$ cat config.mk
export PLATFORM = sky130hd
export DESIGN_NAME = loop_transport_controller
export DESIGN_NICKNAME = d
export VERILOG_FILES = /design/src/sv/ltc_pkg.sv /design/src/sv/loop_transport_controller.sv /design/src/sv/ltc_transport.sv
export VERILOG_INCLUDE_DIRS = /design/src /design/src/sv
export SDC_FILE = /design/constraint.sdc
export NUM_CORES = 1
export LEC_CHECK = 0
export BUFFER_PORTS_ARGS = -buffer_cell sky130_fd_sc_hd__buf_2
export CAP_MARGIN = 20
export CORE_UTILIZATION = 64
export DETAILED_ROUTE_END_ITERATION = 10
export PLACE_DENSITY_LB_ADDON = 0.3
export SYNTH_ARGS = -nofsm -noshare
export SYNTH_HDL_FRONTEND = slang
export SYNTH_HIERARCHICAL = 1
export SYNTH_SLANG_ARGS = --single-unit
export TNS_END_PERCENT = 10
$ cat constraint.sdc
create_clock -name clk -period 6.1 [get_ports clk]
set_input_delay 0.61 -clock clk [delete_from_list [all_inputs] [get_ports clk]]
set_output_delay 0.61 -clock clk [all_outputs]
set_load 0.05 [all_outputs]
$ cat src/sv/loop_transport_controller_defines.svh
// ----------------------------------------------------------------------------
// Loop transport controller assertion macros
// Concurrent check wrappers, compiled out when SYNTHESIS is defined.
// ----------------------------------------------------------------------------
`ifndef LOOP_TRANSPORT_CONTROLLER_DEFINES_SVH
`define LOOP_TRANSPORT_CONTROLLER_DEFINES_SVH

`ifndef SYNTHESIS

// Check prop on every rising edge, masked while reset is high.
`define LTC_ASSERT(lbl, clk_sig, rst_sig, prop, msg) \
  lbl: assert property (@(posedge clk_sig) disable iff (rst_sig) (prop)) else $error(msg);

// Check prop on every rising edge, reset included.
`define LTC_ASSERT_ALWAYS(lbl, clk_sig, prop, msg) \
  lbl: assert property (@(posedge clk_sig) (prop)) else $error(msg);

`else

`define LTC_ASSERT(lbl, clk_sig, rst_sig, prop, msg)
`define LTC_ASSERT_ALWAYS(lbl, clk_sig, prop, msg)

`endif

`endif

$ cat src/sv/ltc_pkg.sv
// ----------------------------------------------------------------------------
// Loop transport controller package
// Event and command codes, field widths and the word types shared by modules.
// ----------------------------------------------------------------------------
package ltc_pkg;

  localparam int FIELD_W    = 3;
  localparam int SLOT_OUT_W = 10;
  localparam int MASK_W     = 7;
  localparam int S_TDATA_W  = 8;
  localparam int M_TDATA_W  = 48;

  // Event kinds
  localparam logic [FIELD_W-1:0] MODE_TICK   = 3'd0;
  localparam logic [FIELD_W-1:0] MODE_RECORD = 3'd1;
  localparam logic [FIELD_W-1:0] MODE_STOP   = 3'd2;
  localparam logic [FIELD_W-1:0] MODE_REMOTE = 3'd3;
  localparam logic [FIELD_W-1:0] MODE_SELECT = 3'd4;

  // Remote commands
  localparam logic [FIELD_W-1:0] CMD_RECORD  = 3'd0;
  localparam logic [FIELD_W-1:0] CMD_PLAY    = 3'd1;
  localparam logic [FIELD_W-1:0] CMD_OVERDUB = 3'd2;
  localparam logic [FIELD_W-1:0] CMD_STOP    = 3'd3;
  localparam logic [FIELD_W-1:0] CMD_CLEAR   = 3'd4;

  // Button index that selects nothing
  localparam logic [FIELD_W-1:0] BUTTON_NONE = 3'd7;

  typedef struct packed {
    logic [FIELD_W-1:0] mode;
    logic [FIELD_W-1:0] command;
    logic [FIELD_W-1:0] button;
  } item_t;

  typedef struct packed {
    logic [FIELD_W-1:0]    transport_state;
    logic [SLOT_OUT_W-1:0] play_position;
    logic                  record_strobe;
    logic [SLOT_OUT_W-1:0] record_slot;
    logic [SLOT_OUT_W-1:0] loop_length;
    logic [MASK_W-1:0]     changed_mask;
  } result_t;

endpackage

$ cat src/sv/loop_transport_controller.sv
// ----------------------------------------------------------------------------
// Loop transport controller
// Clock-synced looper transport: record, play, overdub and stop on events.
// ----------------------------------------------------------------------------
//
//  channel  dir  word                              per word
//  -------  ---  --------------------------------  ----------------------
//  s_*      in   event: kind, remote cmd, button   one event
//  m_*      out  state, slots, strobe, mask        one result per event
//
// One event enters per cycle while s_tready is high. It is held in the input
// register, then the transport logic updates state and loads the result
// register, from which the result word is offered on m_*.
// The rate is set by the single state update in ltc_transport; the two
// registers keep both sides flowing.
// Reset (rst, synchronous) empties both registers and returns the transport
// to empty with all slot counters and the mask at zero. A stalled m_tready
// holds the result and, once the input register is full too, drops s_tready.
// ----------------------------------------------------------------------------
`include "loop_transport_controller_defines.svh"

module loop_transport_controller #(
  parameter int SLOTS   = 1024,
  parameter int QUANTUM = 24
) (
  input  logic                            clk,
  input  logic                            rst,
  input  logic                            s_tvalid,
  output logic                            s_tready,
  // [2:0] command, [5:3] button, [7:6] zero
  input  logic [ltc_pkg::S_TDATA_W-1:0]   s_tdata,
  // [2:0] mode
  input  logic [ltc_pkg::FIELD_W-1:0]     s_tuser,
  output logic                            m_tvalid,
  input  logic                            m_tready,
  // [2:0] transport_state, [12:3] play_position, [13] record_strobe,
  // [23:14] record_slot, [33:24] loop_length, [40:34] changed_mask, [47:41] zero
  output logic [ltc_pkg::M_TDATA_W-1:0]   m_tdata
);
  import ltc_pkg::*;

  logic    in_valid;
  item_t   in_item;
  logic    advance;
  result_t step_result;

  // Move the held event into the transport when the result slot frees up
  assign advance  = in_valid && (!m_tvalid || m_tready);
  assign s_tready = !in_valid || advance;

  always_ff @(posedge clk) begin
    if (rst) begin
      in_valid <= 1'b0;
    end else if (s_tready) begin
      in_valid <= s_tvalid;
    end
  end

  always_ff @(posedge clk) begin
    if (s_tvalid && s_tready) begin
      in_item.mode    <= s_tuser;
      in_item.command <= s_tdata[2:0];
      in_item.button  <= s_tdata[5:3];
    end
  end

  ltc_transport #(
    .SLOTS   (SLOTS),
    .QUANTUM (QUANTUM)
  ) u_transport (
    .clk    (clk),
    .rst    (rst),
    .step   (advance),
    .item   (in_item),
    .result (step_result)
  );

  // Result register: load on advance, drop once taken
  always_ff @(posedge clk) begin
    if (rst) begin
      m_tvalid <= 1'b0;
    end else if (advance) begin
      m_tvalid <= 1'b1;
    end else if (m_tready) begin
      m_tvalid <= 1'b0;
    end
  end

  always_ff @(posedge clk) begin
    if (advance) begin
      m_tdata <= {7'b0, step_result.changed_mask, step_result.loop_length,
                  step_result.record_slot, step_result.record_strobe,
                  step_result.play_position, step_result.transport_state};
    end
  end

  `LTC_ASSERT(a_stall_only_when_full, clk, rst, !s_tready |-> in_valid && m_tvalid && !m_tready, "input stalled with room left")
  `LTC_ASSERT(a_held_event_kept, clk, rst, in_valid && !advance |=> in_valid && $stable(in_item), "held event lost or changed")
  `LTC_ASSERT(a_advance_fills_output, clk, rst, advance |=> m_tvalid, "stepped event produced no result")

endmodule

$ cat src/sv/ltc_transport.sv
// ----------------------------------------------------------------------------
// Loop transport state machine
// Holds transport state, slot counters and the touched mask; one event a step.
// ----------------------------------------------------------------------------
`include "loop_transport_controller_defines.svh"

module ltc_transport #(
  parameter int SLOTS   = 1024,
  parameter int QUANTUM = 24
) (
  input  logic            clk,
  input  logic            rst,
  input  logic            step,
  input  ltc_pkg::item_t  item,
  output ltc_pkg::result_t result
);
  import ltc_pkg::*;

  localparam int SW = $clog2(SLOTS);
  localparam int QW = (QUANTUM > 1) ? $clog2(QUANTUM) : 1;
  localparam int EW = SW + SLOT_OUT_W;
  localparam logic [SW-1:0] LAST_SLOT = SW'(SLOTS - 1);
  localparam logic [QW-1:0] Q_LAST    = QW'(QUANTUM - 1);

  typedef enum logic [2:0] {
    ST_EMPTY     = 3'd0,
    ST_REC_WAIT  = 3'd1,
    ST_REC       = 3'd2,
    ST_PLAY_WAIT = 3'd3,
    ST_PLAY      = 3'd4,
    ST_DUB       = 3'd5,
    ST_STOPPED   = 3'd6
  } state_t;

  state_t            state, state_next;
  logic [SW-1:0]     rec_slot, rec_slot_next;
  logic [QW-1:0]     rec_phase, rec_phase_next;   // rec_slot modulo QUANTUM
  logic [SW-1:0]     play_slot, play_slot_next;
  logic [QW-1:0]     play_phase, play_phase_next; // play_slot modulo QUANTUM
  logic [SW-1:0]     length_slots, length_slots_next;
  logic [MASK_W-1:0] touched_mask, touched_mask_next;

  logic          strobe;
  logic [SW-1:0] written;

  // Play advance: play_slot stays below length_slots, so one compare wraps it
  logic [SW:0]   play_inc;
  logic          play_wrap;
  logic [SW-1:0] adv_slot;
  logic [QW-1:0] adv_phase;

  // Frame write from the current (or zeroed) record slot
  logic [SW-1:0] wf_base;
  logic [QW-1:0] wf_base_phase;
  logic          wf_full;
  logic [SW-1:0] wf_slot;
  logic [QW-1:0] wf_phase;

  always_comb begin
    play_inc  = {1'b0, play_slot} + 1'b1;
    play_wrap = (length_slots == '0) || (play_inc == {1'b0, length_slots});
    adv_slot  = play_wrap ? '0 : play_inc[SW-1:0];
    if (play_wrap || play_phase == Q_LAST) begin
      adv_phase = '0;
    end else begin
      adv_phase = play_phase + 1'b1;
    end

    wf_base       = (state == ST_REC_WAIT) ? '0 : rec_slot;
    wf_base_phase = (state == ST_REC_WAIT) ? '0 : rec_phase;
    wf_full       = (wf_base == LAST_SLOT);
    if (wf_full) begin
      wf_slot  = wf_base;
      wf_phase = wf_base_phase;
    end else begin
      wf_slot  = wf_base + 1'b1;
      wf_phase = (wf_base_phase == Q_LAST) ? '0 : wf_base_phase + 1'b1;
    end
  end

  always_comb begin
    state_next        = state;
    rec_slot_next     = rec_slot;
    rec_phase_next    = rec_phase;
    play_slot_next    = play_slot;
    play_phase_next   = play_phase;
    length_slots_next = length_slots;
    touched_mask_next = touched_mask;
    strobe            = 1'b0;
    written           = rec_slot;

    unique case (item.mode)
      MODE_TICK: begin
        case (state)
          ST_REC_WAIT, ST_REC, ST_PLAY_WAIT: begin
            strobe         = 1'b1;
            written        = wf_base;
            rec_slot_next  = wf_slot;
            rec_phase_next = wf_phase;
            if (wf_full) begin
              state_next = ST_PLAY_WAIT;
            end else if (state == ST_REC_WAIT) begin
              state_next = ST_REC;
            end
            // Close the take on a quantize boundary
            if (state == ST_PLAY_WAIT && wf_phase == '0) begin
              play_slot_next    = '0;
              play_phase_next   = '0;
              length_slots_next = wf_slot;
              state_next        = ST_PLAY;
            end
          end
          ST_PLAY: begin
            play_slot_next  = adv_slot;
            play_phase_next = adv_phase;
          end
          ST_DUB: begin
            rec_slot_next   = play_slot;
            rec_phase_next  = play_phase;
            play_slot_next  = adv_slot;
            play_phase_next = adv_phase;
          end
          default: begin
          end
        endcase
      end
      MODE_RECORD: begin
        unique case (state)
          ST_EMPTY: begin
            touched_mask_next = '0;
            state_next        = ST_REC_WAIT;
          end
          ST_PLAY:             state_next = ST_DUB;
          ST_REC:              state_next = ST_PLAY_WAIT;
          ST_DUB, ST_STOPPED:  state_next = ST_PLAY;
          default: begin
          end
        endcase
      end
      MODE_STOP: begin
        if (state == ST_PLAY || state == ST_PLAY_WAIT || state == ST_DUB) begin
          state_next = ST_STOPPED;
        end else begin
          state_next = ST_EMPTY;
        end
      end
      MODE_REMOTE: begin
        unique case (item.command)
          CMD_RECORD: begin
            touched_mask_next = '0;
            state_next        = ST_REC_WAIT;
          end
          CMD_PLAY: begin
            if (state == ST_REC) begin
              state_next = ST_PLAY_WAIT;
            end else if (state == ST_DUB || state == ST_STOPPED) begin
              state_next = ST_PLAY;
            end
          end
          CMD_OVERDUB: state_next = ST_DUB;
          CMD_STOP:    state_next = ST_STOPPED;
          CMD_CLEAR:   state_next = ST_EMPTY;
          default: begin
          end
        endcase
      end
      MODE_SELECT: begin
        if ((state == ST_REC || state == ST_DUB) && item.button != BUTTON_NONE) begin
          touched_mask_next = touched_mask | (MASK_W'(1) << item.button);
        end
      end
      default: begin
      end
    endcase
  end

  // Widen or trim slot values to the 10-bit result fields
  logic [EW-1:0] play_ext, slot_ext, len_ext;

  always_comb begin
    play_ext = EW'(play_slot_next);
    slot_ext = strobe ? EW'(written) : EW'(rec_slot_next);
    len_ext  = EW'(length_slots_next);

    result.transport_state = state_next;
    result.play_position   = play_ext[SLOT_OUT_W-1:0];
    result.record_strobe   = strobe;
    result.record_slot     = slot_ext[SLOT_OUT_W-1:0];
    result.loop_length     = len_ext[SLOT_OUT_W-1:0];
    result.changed_mask    = touched_mask_next;
  end

  always_ff @(posedge clk) begin
    if (rst) begin
      state        <= ST_EMPTY;
      rec_slot     <= '0;
      rec_phase    <= '0;
      play_slot    <= '0;
      play_phase   <= '0;
      length_slots <= '0;
      touched_mask <= '0;
    end else if (step) begin
      state        <= state_next;
      rec_slot     <= rec_slot_next;
      rec_phase    <= rec_phase_next;
      play_slot    <= play_slot_next;
      play_phase   <= play_phase_next;
      length_slots <= length_slots_next;
      touched_mask <= touched_mask_next;
    end
  end

  `LTC_ASSERT(a_play_inside_loop, clk, rst, (play_slot < length_slots) || (play_slot == '0), "play position outside loop")
  `LTC_ASSERT(a_rec_tick_advances, clk, rst, step && item.mode == MODE_TICK && state == ST_REC && rec_slot != LAST_SLOT |=> rec_slot == $past(rec_slot) + 1'b1, "record slot did not advance")
  `LTC_ASSERT(a_take_close, clk, rst, step && item.mode == MODE_TICK && state == ST_PLAY_WAIT && state_next == ST_PLAY |=> play_slot == '0 && length_slots == rec_slot, "loop capture inconsistent")

endmodule
After elaboration in Yosys (flattened, before gate mapping)

Cells that the tools add are included.

Equal/unequal tests: 20
Shift-type cells: 1
Mux-type cells: 39
Bitwise gates (word level): 1
Add/subtract/negate cells: 4
Reductions and logical operators: 27

Operators with widths:

| kind                    | count |
|---|---|
| $mux W10                | 12 |
| $pmux W10 S2            | 2 |
| $mux W5                 | 5 |
| $pmux W3 S4             | 2 |
| $mux W3                 | 7 |
| $mux W7                 | 3 |
| $pmux W7 S3             | 1 |
| $pmux W5 S2             | 2 |
| $eq A3 B2 Y1 const B    | 6 |
| $eq A3 B3 Y1 const B    | 5 |
| $pmux W3 S5             | 1 |
| $add A10 B1 Y11 const B | 1 |
| $eq A11 B10 Y1          | 1 |
| $add A10 B1 Y10 const B | 1 |
| $add A5 B1 Y5 const B   | 2 |
| $eq A10 B10 Y1 const B  | 1 |
| $eq A5 B5 Y1 const B    | 2 |
| $logic_not A10 Y1       | 1 |
| $eq A3 B1 Y1 const B    | 3 |
| $logic_not A3 Y1        | 3 |
| $logic_or A1 B1 Y1      | 8 |
| $or A7 B7 Y7            | 1 |
| $shl A1 B3 Y7 const A   | 1 |
| $reduce_bool A2 Y1      | 3 |
| other kinds (10)        | 18 |

Output and inout port bits: 50
Logic and storage cells: 105
Bits of input ports: 15
Bits in registers: 102

Longest topological paths before layout

Word-level depth: 10
Depth in mapped cells: 13
Gate-level depth less buffers: 10

By module

Netlist, hierarchy kept.

By module, submodules not included:

| module                    | instances | cells an instance | seq. area each (µm²) | area each (µm²) |
|---|---|---|---|---|
| ltc_transport             | 1         | 545               | 1001.0               | 4093.9 |
| loop_transport_controller | 1         | 68                | 1541.5               | 1661.6 |

Least setup slack after synthesis

OpenSTA, ideal clock, no wires.

Path type: reg2reg
Start point: register u_transport.state[0]
End point: register m_tdata[24] (netlist bit) (data pin)
Stages on the path, launching flop included: 13
Path slack: 2.716 ns
Buffers on the path: 3
Arrival time: 3.124 ns
Data required time: 5.840 ns
Setup time: 0.260 ns
Clock period less this slack: 3.384 ns
Cell sequence: dfxtp_1 > or3b_1 > buf_2 > clkbuf_1 > and2_1 > ha_1 > or4b_2 > o311a_1 > a211oi_2 > or2_2 > and3_1 > buf_4 > mux2_2

RTL lines:

| item                   | RTL line                        | source |
|---|---|---|
| from (decl)            | ltc_transport.sv:35             | `state_t state, state_next;` |
| from (signal assigned) | ltc_transport.sv:203            | `state <= state_next;` |
| to (signal assigned)   | loop_transport_controller.sv:91 | `m_tdata <= {7'b0, step_result.changed_mask, step_result.loop_length,` |
| to (decl)              | loop_transport_controller.sv:38 | `output logic [ltc_pkg::M_TDATA_W-1:0] m_tdata` |

Worst setup path after layout

Start point: register u_transport.state[0]
End point: register u_transport.length_slots[5]

Word-level cells in the longest chain between the ends: 10
Elaborated cells on any way between the ends: 18
Those cells by class: 2 x add/sub; 5 x eq/ne; 8 x mux; 3 x reduce/logical

Ends and longest elaborated chain:

| item                                          | RTL line                                                      | source |
|---|---|---|
| $eq A3 B1 Y1                                  | ltc_transport.sv:69, ltc_transport.sv:70, ltc_transport.sv:94 |  |
| $mux W5                                       | ltc_transport.sv:70                                           | `wf_base_phase = (state == ST_REC_WAIT) ? '0 : rec_phase;` |
| $add A5 B1 Y5 or $eq A5 B5 Y1 (tied branches) | ltc_transport.sv:77                                           | `wf_phase = (wf_base_phase == Q_LAST) ? '0 : wf_base_phase + 1'b1;` |
| $mux W5                                       | ltc_transport.sv:77                                           |  |
| $mux W5                                       | ltc_transport.sv:72                                           | `if (wf_full) begin` |
| $logic_not A5 Y1                              | ltc_transport.sv:106                                          | `if (state == ST_PLAY_WAIT && wf_phase == '0) begin` |
| $logic_and A1 B1 Y1                           | ltc_transport.sv:106                                          |  |
| $mux W10                                      | ltc_transport.sv:106                                          |  |
| $mux W10 *                                    | ltc_transport.sv:94                                           | `case (state)` |
| $mux W10 *                                    | ltc_transport.sv:92                                           | `unique case (item.mode)` |
| to (signal assigned)                          | ltc_transport.sv:208                                          | `length_slots <= length_slots_next;` |
| to (decl)                                     | ltc_transport.sv:40                                           | `logic [SW-1:0] length_slots, length_slots_next;` |

Mark *: on every way between the ends. The rest lies on a longest branch, timed or not.
A chain may end at the register's enable or synchronous reset.

==> results.sh <==
export IMPL_crit_arrival_ns=4.61
export IMPL_setup_slack_ns=1.72
export IMPL_syn_area_per_cell_um2=9.39
export IMPL_htreeDepth=3
export IMPL_synth_adder_area_share_pct=0.870
export IMPL_clkTransAtPathRegs_ns=0.10
export IMPL_path_max_fanout=22
export IMPL_via_count=4798
export IMPL_syn_to_final_growth_pct=6.37
export IMPL_fin_worst_skew_ns=0.00963
export IMPL_cts_sinks=102
export IMPL_reg2reg_to="u_transport/length_slots[5]"
export IMPL_design_area_um2=6120
export IMPL_fin_crit_ns=4.38
export IMPL_synthXorXnorAreaFrac_pct=3.04
export IMPL_fin_total_pwr_mw=1.29
export IMPL_post_route_util_pct=70.2
export IMPL_cp_cell_sequence="or3b_1, and2_1, ha_1, or4b_2, o311a_1, a211oi_2, or2_2, nand4_1, mux2i_1, nor2_1"
export IMPL_setup_tns_ns=0
export IMPL_final_net_count=656
export IMPL_die_w_um=96.8
export IMPL_cp_top_family="simple AND/OR/NAND/NOR gates"
export IMPL_synth_distinct_cells=79
export IMPL_drt_initial_drc_count=470
export IMPL_grt_pass1_vias=4394
export IMPL_start_util_pct=66.0
export IMPL_worstMarginPinSlew_ns=0.959
export IMPL_r2r_cells=10
export IMPL_hp_class="in2reg"
export IMPL_clockPowerShare_pct=30.8
export IMPL_syn_cell_area_um2=5760
export IMPL_reg2reg_slack_ns=1.72
export IMPL_drive_gt1_share_pct=16.5
export IMPL_antenna_found_initial=0
export IMPL_end_kind="register"
export IMPL_row_count=34
export IMPL_combPwrFrac_pct=10.6
export IMPL_wl_um=13300
export IMPL_core_area_um2=8720
export IMPL_setup_violations=0
export IMPL_synthFlopType="dfxtp_1"
export IMPL_portBuffers=55
export IMPL_vias_per_cell=6.40
export IMPL_grt_start_max_net_pins=65
export IMPL_cts_tree="done"
export IMPL_slew_headroom_pct=36.0
export IMPL_synthSimpleGateAreaFrac_pct=21.5
export IMPL_critical_path_startpoint_type="register"
export IMPL_p_sw_share_pct=28.2
export IMPL_diodes=0
export IMPL_layout_cells_non_filler=750
export IMPL_hold_viol_final=0
export IMPL_fin_crit_sh_pct=71.8
export IMPL_min_from="s_tdata[2]"
export IMPL_dp_hpwl_um=9250
export IMPL_layout_common_cells="68 x nand2_1, 59 x nor2_1, 55 x buf_2"
export IMPL_grt_ovfl_total=0
export IMPL_synth_top_family_by_area="simple AND/OR/NAND/NOR gates"
export IMPL_critPathKind="reg2reg"
export IMPL_hold_buffers=0
export IMPL_layout_commonest_cell="nand2_1"
export IMPL_peakVddDrop_mv=0.195
export IMPL_critPathSlowestCell="dfxtp_1"
export IMPL_synth_compound_area_share_pct=18.4
export IMPL_firstDrtPassIters=5
export IMPL_r2r_start="u_transport/state[0]"
export IMPL_hold_path_end="in_item[5]"
export IMPL_wl_per_cell_um=17.8
export IMPL_worst_skew_pair_late_latency_ns=0.37
export IMPL_slowest_delay_ns=0.74
export IMPL_die_height_um=96.8
export IMPL_place_gp_congestion=0.941
export IMPL_hold_slack_ns=0.409
export IMPL_holdPathStages=1
export IMPL_die_area_um2=9380
export IMPL_root_buffer="clkbuf_8"
export IMPL_post_cts_resized=0
export IMPL_p_int_uw=925
export IMPL_yosysSeqAreaShare_pct=44.2
export IMPL_synth_edf_count=50
export IMPL_place_inst=733
export IMPL_ant_nets=0
export IMPL_synth_seq_cells=102
export IMPL_status="complete, no violations"
export IMPL_syn_inst=613
export IMPL_maxCapViolations=0
export IMPL_post_cts_setup_buffers=0
export IMPL_dpl_worst_slack_ns=1.83
export IMPL_drv_slew=0
export IMPL_io_pin_count=65
export IMPL_drc=0
export IMPL_crit_required_ns=6.33
export IMPL_power_frac_seq_pct=58.5
export IMPL_numCtsBuffers=9
export IMPL_power_switching_uw=364
export IMPL_clockBufferDepth=2
export IMPL_async_flop_share_pct=0
export IMPL_synth_warnings=6
export IMPL_path_buf_inv=0
export IMPL_dpl_cell_area_um2=5930
export IMPL_yosys_mux_area_fraction_pct=6.54
export IMPL_grt_pass1_wl_um=21900
export IMPL_p_per_area_nw_per_um2=211
export IMPL_grtUsageTotal_pct=29.1
export IMPL_rsz0062_at_grt="no"
export IMPL_fmax_ghz=0.228
export IMPL_p_leak_nw=2.32
## routing by layer
layer / share of wire [%] / wire length, um / global-route usage, % / vias up
met5: 0 / 0 / 0 / -
met4: 1.7 / 224 / 9.87 / 0
met3: 6.3 / 841 / 5.35 / 19
met2: 47 / 6230 / 45.1 / 196
met1: 45 / 6030 / 41.1 / 2290
li1: - / - / - / 2293
## registers in the layout (all words and copies together) (netlist names)
signal                    count
m_tdata                      41
u_transport/length_slots     10
u_transport/play_slot        10
u_transport/rec_slot         10
in_item                       9
u_transport/touched_mask      7
u_transport/play_phase        5
u_transport/rec_phase         5
u_transport/state             3
in_valid                      1
m_tvalid                      1
## power by group through the flow
stage	combinational, mW	sequential [mW]	clock, mW
final	0.137	0.754	0.397
after global routing	0.145	0.758	0.438
after CTS	0.136	0.754	0.409
after detailed placement	0.136	0.770	0
after global placement	0.133	0.769	0
after floorplan	0.0726	0.807	0
## cell families after synthesis
group | count (synthesis)
AND/OR/NAND/NOR | 236
adder cells (fa/ha/maj) | 4
flip-flops | 102
other | 1
buffers and inverters | 63
XOR/XNOR | 20
AO/OA/AOI/OAI | 151
multiplexers | 36
## cell type report
cell class / instances / area (um2)
clock buffer: 10 / 128
clock inverter: 6 / 55.1
fill: 656 / 2600
inverter: 13 / 48.8
multi-input combinational: 454 / 2920
sequential: 102 / 2540
tap: 108 / 135
timing repair buffer: 57 / 290
## cells in the mapped netlist, drive strengths merged (6+ instances only)
master | number | share of area [%]
inv | 13 | 0.85
nand2b | 11 | 1.2
dfxtp | 52 | 18
a221oi | 8 | 1.3
a22oi | 7 | 0.91
a211oi | 11 | 1.7
edfxtp | 50 | 26
a21oi | 28 | 2.5
nor2 | 59 | 3.8
xnor2 | 11 | 1.7
o31ai | 9 | 1.2
o21ai | 37 | 3.2
mux2i | 23 | 4.0
xor2 | 9 | 1.4
nor3 | 13 | 1.2
and2 | 12 | 1.4
a31oi | 6 | 0.65
nor4 | 6 | 0.76
buf | 27 | 3.1
mux2 | 13 | 2.5
nand2 | 68 | 4.4
nand3 | 15 | 1.5
clkbuf | 23 | 1.5
nor2b | 10 | 1.1
nand4 | 9 | 1.2
## worst reg2reg max path, cell delays in order, from the launching register on
cell	delay [ns]
dfxtp_1	0.74
or3b_1	0.72
and2_1	0.32
ha_1	0.26
or4b_2	0.62
o311a_1	0.15
a211oi_2	0.18
or2_2	0.17
nand4_1	0.59
mux2i_1	0.43
nor2_1	0.07
## worst max-delay path by stage
stage | end | startpoint | cells after the start | slack (ns)
6_report | u_transport/length_slots[5] | u_transport/state[0] | 10 | 1.72
5_1_grt | u_transport/length_slots[5] | u_transport/state[0] | 10 | 1.49
4_1_cts | m_tdata[32] | u_transport/state[0] | 9 | 1.80
3_5_place_dp | u_transport/length_slots[5] | u_transport/state[0] | 10 | 1.83
3_3_place_gp | m_tdata[32] | u_transport/state[0] | 9 | 1.85
2_1_floorplan | m_tdata[24] | u_transport/state[0] | 12 | 2.72
Note: power is estimated with default switching activity, not from simulation.
